### config.mk
export PLATFORM = sky130hd
export DESIGN_NAME = serial_mouse_packet_encoder_top
export DESIGN_NICKNAME = d
export VERILOG_FILES = /design/src/hdl/smpe_pkg.sv /design/src/hdl/serial_mouse_packet_encoder_top.sv /design/src/hdl/smpe_ram.sv
export SDC_FILE = /design/constraint.sdc
export NUM_CORES = 2
export LEC_CHECK = 0
export BUFFER_PORTS_ARGS = -buffer_cell sky130_fd_sc_hd__buf_2
export CAP_MARGIN = 20
export CORE_UTILIZATION = 57
export DETAILED_ROUTE_END_ITERATION = 10
export PLACE_DENSITY = 0.72
export SKIP_CTS_REPAIR_TIMING = 1
export SYNTH_ARGS = -nofsm -noshare
export SYNTH_HDL_FRONTEND = slang
export SYNTH_SLANG_ARGS = --single-unit
### constraint.sdc
create_clock -name aclk -period 20.6 [get_ports aclk]
set_clock_uncertainty 0.15 [all_clocks]
set_input_delay 3.09 -clock aclk [delete_from_list [all_inputs] [get_ports aclk]]
set_output_delay 3.09 -clock aclk [all_outputs]
set_load 0.005 [all_outputs]
### src/hdl/smpe_pkg.sv
// Package with the types, constants and helper functions of the serial mouse packet encoder.
package smpe_pkg;

    localparam int RING_DEPTH_DEF = 256;

    localparam logic KIND_SCAN    = 1'b0;
    localparam logic KIND_CONTROL = 1'b1;

    localparam logic PROTO_THREE = 1'b0;
    localparam logic PROTO_FIVE  = 1'b1;
    localparam logic PROTO_RESET = PROTO_FIVE;

    localparam logic [7:0] ID_BYTE_M = 8'h4D;
    localparam logic [7:0] ID_BYTE_3 = 8'h33;

    localparam logic [2:0] BYTE_HEAD = 3'd0;
    localparam logic [2:0] BYTE_X    = 3'd1;
    localparam logic [2:0] BYTE_Y    = 3'd2;
    localparam logic [2:0] BYTE_MID  = 3'd3;
    localparam logic [2:0] BYTE_PAD1 = 3'd4;

    typedef enum logic [2:0] {
        ST_IDLE,
        ST_ID_M,
        ST_ID_3,
        ST_ENCODE,
        ST_READ,
        ST_SEND
    } state_t;

    function automatic logic [7:0] clamp_chunk(input logic signed [12:0] v);
        if (v < -13'sd128) begin
            return 8'h80;
        end else if (v > 13'sd127) begin
            return 8'h7F;
        end else begin
            return v[7:0];
        end
    endfunction

endpackage

### src/hdl/serial_mouse_packet_encoder_top.sv
// Top level of the serial mouse packet encoder.
//
// The s_ channel takes one item per transfer: s_tuser selects a scan tick or a
// control-line update, and s_tdata carries the position counters, buttons and
// line levels. The m_ channel returns at most one serial byte per scan tick.
// The cfg channel writes the protocol bit and is always ready; the user must write
// it only while the block is idle, which the block itself does not enforce.
// A control update that requests identification queues the two identification
// bytes through the ST_ID_M and ST_ID_3 states. A scan tick with bytes already
// queued reads one byte in ST_READ and registers it onto m_tdata in ST_SEND. A scan
// tick with new motion into an empty queue first writes its packets into the byte
// ring, one byte per cycle through the single write port, then reads and sends.
// The block takes no new item until the current one is finished.
// When the receiver stalls, the output register holds its byte and the block may
// take one more item; a second byte waits in the sequencer until m_tready frees
// the register.
// Reset empties the ring, clears the saved positions and disables scanning; the
// protocol bit returns to the five-byte format.
module serial_mouse_packet_encoder_top import smpe_pkg::*; #(
    parameter int RING_DEPTH = RING_DEPTH_DEF
) (
    input  logic        aclk,
    input  logic        aresetn,
    input  logic        s_tvalid,
    output logic        s_tready,
    input  logic [31:0] s_tdata,  // x_count[11:0], y_count[23:12], buttons[26:24], dtr[27], rts[28]
    input  logic        s_tuser,  // kind[0]
    output logic        m_tvalid,
    input  logic        m_tready,
    output logic [7:0]  m_tdata,  // rx_byte[7:0]
    input  logic        cfg_valid,
    output logic        cfg_ready,
    input  logic [0:0]  cfg_data
);

    localparam int PTR_W = $clog2(RING_DEPTH);
    localparam logic [PTR_W-1:0] PTR_LAST = PTR_W'(RING_DEPTH - 1);

    state_t state_reg, state_next;

    logic [PTR_W-1:0] wp_reg, wp_next;
    logic [PTR_W-1:0] rp_reg, rp_next;
    logic [11:0] last_x_reg, last_x_next;
    logic [11:0] last_y_reg, last_y_next;
    logic [2:0] last_btn_reg, last_btn_next;
    logic scan_en_reg, scan_en_next;
    logic prev_dtr_reg, prev_dtr_next;
    logic prev_rts_reg, prev_rts_next;
    logic protocol_reg, protocol_next;
    logic [2:0] byte_cnt_reg, byte_cnt_next;
    logic m_tvalid_reg, m_tvalid_next;
    logic [7:0] m_tdata_reg, m_tdata_next;
    logic signed [12:0] dx_reg, dx_next;
    logic signed [12:0] dy_reg, dy_next;
    logic [2:0] nb_reg, nb_next;
    logic mid_chg_reg, mid_chg_next;

    logic [11:0] in_x;
    logic [11:0] in_y;
    logic [2:0] in_btn;
    logic in_dtr;
    logic in_rts;
    logic accept;
    logic ring_empty;
    logic ctl_change;
    logic [11:0] d_x;
    logic [11:0] d_y;
    logic [2:0] btn_chg;
    logic new_motion;
    logic [7:0] cx;
    logic [7:0] cy;
    logic signed [12:0] rem_x;
    logic signed [12:0] rem_y;
    logic last_byte;
    logic chunk_done;
    logic [7:0] enc_byte;
    logic [PTR_W-1:0] wp_inc;
    logic [PTR_W-1:0] rp_inc;
    logic send_free;
    logic id_request;

    logic ram_we;
    logic [7:0] ram_wdata;
    logic ram_re;
    logic [7:0] ram_rdata;

    assign in_x   = s_tdata[11:0];
    assign in_y   = s_tdata[23:12];
    assign in_btn = s_tdata[26:24];
    assign in_dtr = s_tdata[27];
    assign in_rts = s_tdata[28];

    assign s_tready  = (state_reg == ST_IDLE);
    assign cfg_ready = 1'b1;
    assign m_tvalid  = m_tvalid_reg;
    assign m_tdata   = m_tdata_reg;

    assign accept     = s_tvalid && s_tready;
    assign ring_empty = (wp_reg == rp_reg);
    assign ctl_change = (in_dtr != prev_dtr_reg) || (in_rts != prev_rts_reg);
    assign id_request = ctl_change && in_dtr && in_rts && !prev_rts_reg
                        && (protocol_reg == PROTO_THREE);
    assign d_x        = in_x - last_x_reg;
    assign d_y        = in_y - last_y_reg;
    assign btn_chg    = in_btn ^ last_btn_reg;
    assign new_motion = (d_x != 12'd0) || (d_y != 12'd0) || (btn_chg != 3'd0);

    assign cx    = clamp_chunk(dx_reg);
    assign cy    = clamp_chunk(dy_reg);
    assign rem_x = dx_reg - $signed({{5{cx[7]}}, cx});
    assign rem_y = dy_reg - $signed({{5{cy[7]}}, cy});

    assign last_byte = (protocol_reg == PROTO_THREE)
                       ? (byte_cnt_reg == (mid_chg_reg ? BYTE_MID : BYTE_Y))
                       : (byte_cnt_reg == BYTE_PAD1);
    assign chunk_done = last_byte && (rem_x == 13'sd0) && (rem_y == 13'sd0);

    assign wp_inc    = (wp_reg == PTR_LAST) ? '0 : wp_reg + 1'b1;
    assign rp_inc    = (rp_reg == PTR_LAST) ? '0 : rp_reg + 1'b1;
    assign send_free = !m_tvalid_reg || m_tready;

    always_comb begin
        enc_byte = 8'h00;
        if (protocol_reg == PROTO_THREE) begin
            case (byte_cnt_reg)
                BYTE_HEAD: enc_byte = {2'b01, nb_reg[1], nb_reg[0], cy[7:6], cx[7:6]};
                BYTE_X:    enc_byte = {2'b00, cx[5:0]};
                BYTE_Y:    enc_byte = {2'b00, cy[5:0]};
                BYTE_MID:  enc_byte = {2'b00, nb_reg[2], 5'b00000};
                default:   enc_byte = 8'h00;
            endcase
        end else begin
            case (byte_cnt_reg)
                BYTE_HEAD: enc_byte = {5'b10000, ~nb_reg[1], ~nb_reg[2], ~nb_reg[0]};
                BYTE_X:    enc_byte = cx;
                BYTE_Y:    enc_byte = cy;
                default:   enc_byte = 8'h00;
            endcase
        end
    end

    always_comb begin
        state_next = state_reg;
        case (state_reg)
            ST_IDLE: begin
                if (accept) begin
                    if (s_tuser == KIND_CONTROL) begin
                        if (id_request) begin
                            state_next = ST_ID_M;
                        end
                    end else if (scan_en_reg) begin
                        if (!ring_empty) begin
                            state_next = ST_READ;
                        end else if (new_motion) begin
                            state_next = ST_ENCODE;
                        end
                    end
                end
            end
            ST_ID_M: state_next = ST_ID_3;
            ST_ID_3: state_next = ST_IDLE;
            ST_ENCODE: begin
                if (chunk_done) begin
                    state_next = ST_READ;
                end
            end
            ST_READ: state_next = ST_SEND;
            ST_SEND: begin
                if (send_free) begin
                    state_next = ST_IDLE;
                end
            end
            default: state_next = ST_IDLE;
        endcase
    end

    always_comb begin
        wp_next       = wp_reg;
        rp_next       = rp_reg;
        last_x_next   = last_x_reg;
        last_y_next   = last_y_reg;
        last_btn_next = last_btn_reg;
        scan_en_next  = scan_en_reg;
        prev_dtr_next = prev_dtr_reg;
        prev_rts_next = prev_rts_reg;
        protocol_next = protocol_reg;
        byte_cnt_next = byte_cnt_reg;
        m_tvalid_next = m_tvalid_reg;
        m_tdata_next  = m_tdata_reg;
        dx_next       = dx_reg;
        dy_next       = dy_reg;
        nb_next       = nb_reg;
        mid_chg_next  = mid_chg_reg;
        ram_we        = 1'b0;
        ram_wdata     = enc_byte;
        ram_re        = 1'b0;

        if (cfg_valid) begin
            protocol_next = cfg_data[0];
        end
        if (m_tvalid_reg && m_tready) begin
            m_tvalid_next = 1'b0;
        end

        case (state_reg)
            ST_IDLE: begin
                if (accept) begin
                    if (s_tuser == KIND_CONTROL) begin
                        if (ctl_change) begin
                            if (in_dtr && in_rts) begin
                                scan_en_next = 1'b1;
                                if (!prev_rts_reg) begin
                                    wp_next       = '0;
                                    rp_next       = '0;
                                    last_btn_next = 3'd0;
                                end
                            end else begin
                                scan_en_next = 1'b0;
                                wp_next      = '0;
                                rp_next      = '0;
                            end
                        end
                        prev_dtr_next = in_dtr;
                        prev_rts_next = in_rts;
                    end else if (scan_en_reg && ring_empty) begin
                        last_x_next   = in_x;
                        last_y_next   = in_y;
                        last_btn_next = in_btn;
                        dx_next       = $signed({d_x[11], d_x});
                        dy_next       = (protocol_reg == PROTO_FIVE)
                                        ? -$signed({d_y[11], d_y})
                                        : $signed({d_y[11], d_y});
                        nb_next       = in_btn;
                        mid_chg_next  = btn_chg[2];
                        byte_cnt_next = BYTE_HEAD;
                    end
                end
            end
            ST_ID_M: begin
                ram_we    = 1'b1;
                ram_wdata = ID_BYTE_M;
                wp_next   = wp_inc;
            end
            ST_ID_3: begin
                ram_we    = 1'b1;
                ram_wdata = ID_BYTE_3;
                wp_next   = wp_inc;
            end
            ST_ENCODE: begin
                ram_we  = 1'b1;
                wp_next = wp_inc;
                if (last_byte) begin
                    dx_next       = rem_x;
                    dy_next       = rem_y;
                    byte_cnt_next = BYTE_HEAD;
                end else begin
                    byte_cnt_next = byte_cnt_reg + 3'd1;
                end
            end
            ST_READ: begin
                ram_re  = 1'b1;
                rp_next = rp_inc;
            end
            ST_SEND: begin
                if (send_free) begin
                    m_tvalid_next = 1'b1;
                    m_tdata_next  = ram_rdata;
                end
            end
            default: begin
                ram_we = 1'b0;
            end
        endcase
    end

    always_ff @(posedge aclk) begin
        if (!aresetn) begin
            state_reg    <= ST_IDLE;
            wp_reg       <= '0;
            rp_reg       <= '0;
            last_x_reg   <= 12'd0;
            last_y_reg   <= 12'd0;
            last_btn_reg <= 3'd0;
            scan_en_reg  <= 1'b0;
            prev_dtr_reg <= 1'b0;
            prev_rts_reg <= 1'b0;
            protocol_reg <= PROTO_RESET;
            byte_cnt_reg <= BYTE_HEAD;
            m_tvalid_reg <= 1'b0;
        end else begin
            state_reg    <= state_next;
            wp_reg       <= wp_next;
            rp_reg       <= rp_next;
            last_x_reg   <= last_x_next;
            last_y_reg   <= last_y_next;
            last_btn_reg <= last_btn_next;
            scan_en_reg  <= scan_en_next;
            prev_dtr_reg <= prev_dtr_next;
            prev_rts_reg <= prev_rts_next;
            protocol_reg <= protocol_next;
            byte_cnt_reg <= byte_cnt_next;
            m_tvalid_reg <= m_tvalid_next;
        end
    end

    always_ff @(posedge aclk) begin
        m_tdata_reg <= m_tdata_next;
        dx_reg      <= dx_next;
        dy_reg      <= dy_next;
        nb_reg      <= nb_next;
        mid_chg_reg <= mid_chg_next;
    end

    smpe_ram #(
        .WIDTH(8),
        .DEPTH(RING_DEPTH)
    ) u_ring (
        .clk  (aclk),
        .we   (ram_we),
        .waddr(wp_reg),
        .wdata(ram_wdata),
        .re   (ram_re),
        .raddr(rp_reg),
        .rdata(ram_rdata)
    );

endmodule

### src/hdl/smpe_ram.sv
// Generic simple dual-port RAM with a registered read port.
module smpe_ram #(
    parameter int WIDTH = 8,
    parameter int DEPTH = 256
) (
    input  logic                     clk,
    input  logic                     we,
    input  logic [$clog2(DEPTH)-1:0] waddr,
    input  logic [WIDTH-1:0]         wdata,
    input  logic                     re,
    input  logic [$clog2(DEPTH)-1:0] raddr,
    output logic [WIDTH-1:0]         rdata
);

    logic [WIDTH-1:0] mem [DEPTH];

    always_ff @(posedge clk) begin
        if (we) begin
            mem[waddr] <= wdata;
        end
        if (re) begin
            rdata <= mem[raddr];
        end
    end

endmodule

After elaboration in Yosys (flattened, before gate mapping). Memory sizes are Yosys's and may differ from the RTL's. A register that Yosys moved wholly into a read port is not among the register bits. Index checks and enable logic that the tools add are counted.

Mux-type cells: 57. Divide/modulo/power cells: 0. Add/subtract/negate cells: 8. $lt $le $gt $ge: 4. Multipliers: 0. Shifts and indexed selects: 0. Reduce and logical (&&, ||, !) cells: 38. Bitwise gates (word level): 6. Equal/unequal tests: 30.

Operators with widths (count): 13-bit two-way mux (9); 8-bit two-way mux (12); 13-bit one-hot mux with 2 select lines (2); 3-bit two-way mux (17); 8-bit one-hot mux with 2 select lines (3); 7-bit one-hot mux with 4 select lines (1); 13-bit by 8-bit > comparator with 1-bit output, second input constant (2); 13-bit logical NOT (2); 13-bit by 8-bit less-than comparator with 1-bit output, second input constant (2); 13-bit by 8-bit subtractor with 13-bit output (2); 8-bit one-hot mux with 3 select lines (1); 12-bit nonzero test (2); 12-bit subtractor (2); 8-bit by 1-bit adder with 8-bit output, second input constant (2); 8-bit equality test, second input constant (2); 3-bit one-hot mux with 5 select lines (1); 5-bit AND reduction (3); 12-bit negation with 13-bit output (1); 3-bit by 2-bit equality test with 1-bit output, second input constant (4); 2-bit by 1-bit != test with 1-bit output, second input constant (6); 4-bit AND reduction (3); 6-bit AND reduction (2); 1-bit logical AND (10); 1-bit two-way mux (10); other kinds (22) (42).

Flip-flop bits (word level): 92. RAM bits: 2048. Memories kept: 1. Input port bits: 39. Word-level logic and storage cells: 161. Output and inout port bits: 11. ROM bits: 0. Latch bits: 0.

Memory list: u_ring.mem (depth 256, width 8, read ports 1, clocked after Yosys merged registers in 1, write ports 1, RTL line smpe_ram.sv:15) `logic [WIDTH-1:0] mem [DEPTH];`.

Logic depth before layout (Yosys ltp).
Word-level depth: 10. Depth in mapped cells: 13. Depth with buffers taken out: 13.

Hierarchy. From an unflattened synthesis, not the netlist that was laid out.

Cell total of the unflattened synthesis: 4577. Area total of the unflattened synthesis: 86534.2 sq um.

Modules (own cells, without submodules): smpe_ram (area each 79636.4 sq um, seq. area each 61739.2 sq um, times used 1, cells each 3733); serial_mouse_packet_encoder_top (area each 6897.9 sq um, seq. area each 2222.1 sq um, times used 1, cells each 844).

Least setup slack after synthesis. Ideal clock, no wire load.

Kind: reg-to-reg. Start: register state_reg[1]. End: memory u_ring.mem[0][5] (data pin). Arrival time: 17.089 ns. Path buffers: 1. Stages on the path, launching flop included: 5. Path slack: -0.006 ns. Period minus slack after synthesis: 20.606 ns. Cells stage by stage: dfxtp_1 clkbuf_1 nand2b_1 nand2_1 o311ai_0.

Longest elaborated chain between the ends: 2.

RTL lines: start, declared (RTL line serial_mouse_packet_encoder_top.sv:39) `state_t state_reg, state_next;`; start signal, assigned (RTL line serial_mouse_packet_encoder_top.sv:291) `state_reg <= state_next;`; 3-bit by 2-bit equality test with 1-bit output or 3-bit by 1-bit equality test with 1-bit output (tied branches) (RTL line serial_mouse_packet_encoder_top.sv:205) `case (state_reg)`; 8-bit one-hot mux with 2 select lines (*) (RTL line serial_mouse_packet_encoder_top.sv:205); net ram_wdata[5] (RTL line serial_mouse_packet_encoder_top.sv:83) `logic [7:0] ram_wdata;`; end, declared (RTL line smpe_ram.sv:15).

The timed path passes the listed nets; every way through them passes the cells marked *.

==> impl_metrics.toml <==
[clock_network]
cts-root-buf = "clkbuf_16"
cts.path.max_buffers = 3
tritoncts = "done"
cts_buffers = 206
cts.sinks = 2148
clkSlewWorstSetupHoldPaths_ps = 60
htree_levels = 4
insertion_delay_ps = 830

[detailed_routing]
antenna_left = 0
viasPerCell = 6.49
remaining_drc_errors = 0
wire_per_inst_um = 29.7
vias = 41900
drt-pass1-iter-count = 6
drt-initial-drc-count = 4934
wirelength_um = 192000

[floorplanning]
start_util = 0.575
die_width_um = 391
coreArea_um2 = 150000
dieArea_um2 = 153000
fp-row-count = 142
io_pins = 50
fp.dieH_um = 391

[sta]
min_period_ps = 5920
finalSetupTns_ps = 0
worst_slew_pin_slew_ps = 1290
setup_viol = 0
final_max_slew_viol_count = 0
finalCritPeriodShare = 0.287
hold_viol = 0
relSlewSlack = 0.142
max_freq_ghz = 0.169
rsz0062_at_grt = "no"

[worst_setup_path]
endpoint_kind = "flip-flop"
cpLargestDelayFamily = "buffers and inverters"
critPathMaxStageDelay_ps = 860
cp_slowest_cell = "dfxtp_4"
critical_path_arrival_ps = 6350
critPathLaunch = "rp_reg[0]"
cp_max_fo = 39
rr_endpoint = "u_ring.rdata[0]"
worstPathRequired_ps = 21030
path_depth = 8
worstSetupPathType = "flip-flop to flip-flop"
reg2reg_depth = 8
crit_path_end = "u_ring.rdata[0]"
worstSetupStartpointType = "flip-flop"
r2r_start = "rp_reg[0]"
critical_path_buf_inv_count = 3
cpMostUsedCell = "buf_4"
ff2ff_setup_slack_ps = 14680
cp_cell_sequence = "buf_4 > buf_4 > buf_4 > mux4_2 > mux4_2 > a221oi_1 > o22ai_1 > or3_1"

[logic_synthesis]
synthDistinctLibCells = 77
synthFlopType = "edfxtp_1"
synthArstFlopShare = 0
synthTopCellsByCount = "edfxtp_1 (2094), mux4_2 (640), nor2_1 (327)"
yosys.area.top_type = "edfxtp_1"
syn-cell-area_um2 = 86400
yosysWarningCount = 0
synth_fp_nets = 4277
yosysTopAreaCellShare = 0.728
synth_most_common_cell = "edfxtp_1"
avgSynthCellArea_um2 = 20.7
ys_seq_elements = 2148
synthTopCellsByArea = "edfxtp_1 (73%), mux4_2 (17%), nor2_1 (1.4%)"
ys_seq_area_frac = 0.740
synthCells = 4177
synth_edf_count = 2094

[power]
p_leak_nw = 28.5
p_per_area_nw_per_um2 = 94.0
vdd_drop_max_mv = 0.0994

[finish]
drive_gt1_frac = 0.237
largest_reg_flops = 2048
final_nets = 4366
stdcell_area_um2 = 95000
area_growth_pct = 9.98

[status]
status = "finished clean"

[grt]
grt_usage = 0.256
antenna_found_initial = 5
grt_pass1_vias = 41700
grt_pass1_wl_um = 281000
grt-ovfl-total = 0
grt_max_degree = 257

[placement]
gp_congestion = 0.842
post-dp-hpwl_um = 111000
portBuffers = 45
postPlaceCellArea_um2 = 88700

[worst_hold_path]
hold_path.class = "flip-flop to flip-flop"

[run]
maxCapViolations = 0
[worst register-to-register path, cell delays in order, from the launching register on]
cell and delay [ps]:
dfxtp_4 860, buf_4 700, buf_4 750, buf_4 740, mux4_2 710, mux4_2 590, a221oi_1 480, o22ai_1 320
or3_1 370
[layer usage]
metal	up-vias	wire length, um	global-route usage
met1	22100	75300	0.363
met4	2	5120	0.0724
met5	-	13	0
li1	17500	-	-
met3	291	17500	0.0567
met2	1977	93600	0.405
[cell type report]
type | count | area (um^2)
multi-input cells | 1754 | 21200
repair buffers | 108 | 806
diodes | 1 | 2.50
fillers | 9907 | 55100
clock inverters | 112 | 837
well taps | 2016 | 2520
flip-flops and latches | 2148 | 64000
clock buffers | 265 | 5440
inverters | 48 | 180
[layout by cell type, fill, tap and decap left out, types with 8 or more instances in the layout]
cell | Yosys | layout
a21boi_0 | 11 | 11
inv_6 | 0 | 8
o22ai_1 | 13 | 13
mux4_2 | 640 | 640
a21oi_1 | 62 | 62
buf_2 | 50 | 45
xnor2_1 | 45 | 45
nand2_2 | 0 | 9
o21ai_0 | 68 | 65
edfxtp_1 | 2094 | 2094
nor3_1 | 29 | 27
nand4_1 | 10 | 10
dfxtp_1 | 54 | 49
o211ai_1 | 10 | 10
or3_1 | 12 | 11
nand2b_1 | 15 | 15
nor2_1 | 327 | 325
and2_1 | 11 | 11
clkbuf_16 | 0 | 209
inv_1 | 48 | 48
a22oi_1 | 35 | 35
nor2b_1 | 58 | 58
xor2_1 | 13 | 13
clkinv_1 | 0 | 55
ha_1 | 57 | 57
mux2i_1 | 39 | 39
nand3_1 | 33 | 33
o21a_1 | 10 | 10
clkinv_2 | 0 | 28
clkbuf_1 | 120 | 56
bufinv_16 | 0 | 9
nand2_1 | 116 | 106
a21o_1 | 10 | 10
buf_4 | 13 | 55
[power by group]
part	internal (mW)	leakage (nW)	switching, mW
sequential	4.95	19.4	0.00626
combinational	0.0971	6.02	0.318
clock	1.97	3.05	1.58
[kinds of logic (layout without fill, tap and decap cells)]
logic type | Yosys count | in the layout | synth area share
AOI/OAI and AO/OA | 303 | 303 | 0.0238
adders and majority gates | 61 | 61 | 0.00918
buffers and inverters | 275 | 533 | 0.0151
and+or+nand+nor | 652 | 652 | 0.0341
muxes | 679 | 679 | 0.171
other | 1 | 2 | 0.0000434
DFF | 2148 | 2148 | 0.740
xor gates and xnor gates | 58 | 58 | 0.00588
[metrics by stage]
step	power, mW	std cells	worst slack [ps]	util	hold slack [ps]
2_1_floorplan	5.40	4177	6760	-	250
3_3_place_gp	5.45	6073	14040	0.591	252
3_5_place_dp	5.47	6073	14080	0.591	255
4_1_cts	8.97	6450	14560	0.633	269
5_1_grt	9.16	6451	14310	0.633	272
6_report	8.93	6452	14680	0.633	270
[how the worst min path moves through the flow]
stage	startpoint	end	slack, ps	cells past startpoint
4_1_cts	u_ring.rdata[4]	m_tdata[4]	270	0
2_1_floorplan	u_ring.rdata[0]	m_tdata[0]	250	0
5_1_grt	u_ring.rdata[4]	m_tdata[4]	270	0
3_5_place_dp	u_ring.rdata[4]	m_tdata[4]	260	0
6_report	u_ring.rdata[4]	m_tdata[4]	270	0
3_3_place_gp	u_ring.rdata[0]	m_tdata[0]	250	0
Note: power is estimated with default switching activity, not from simulation.
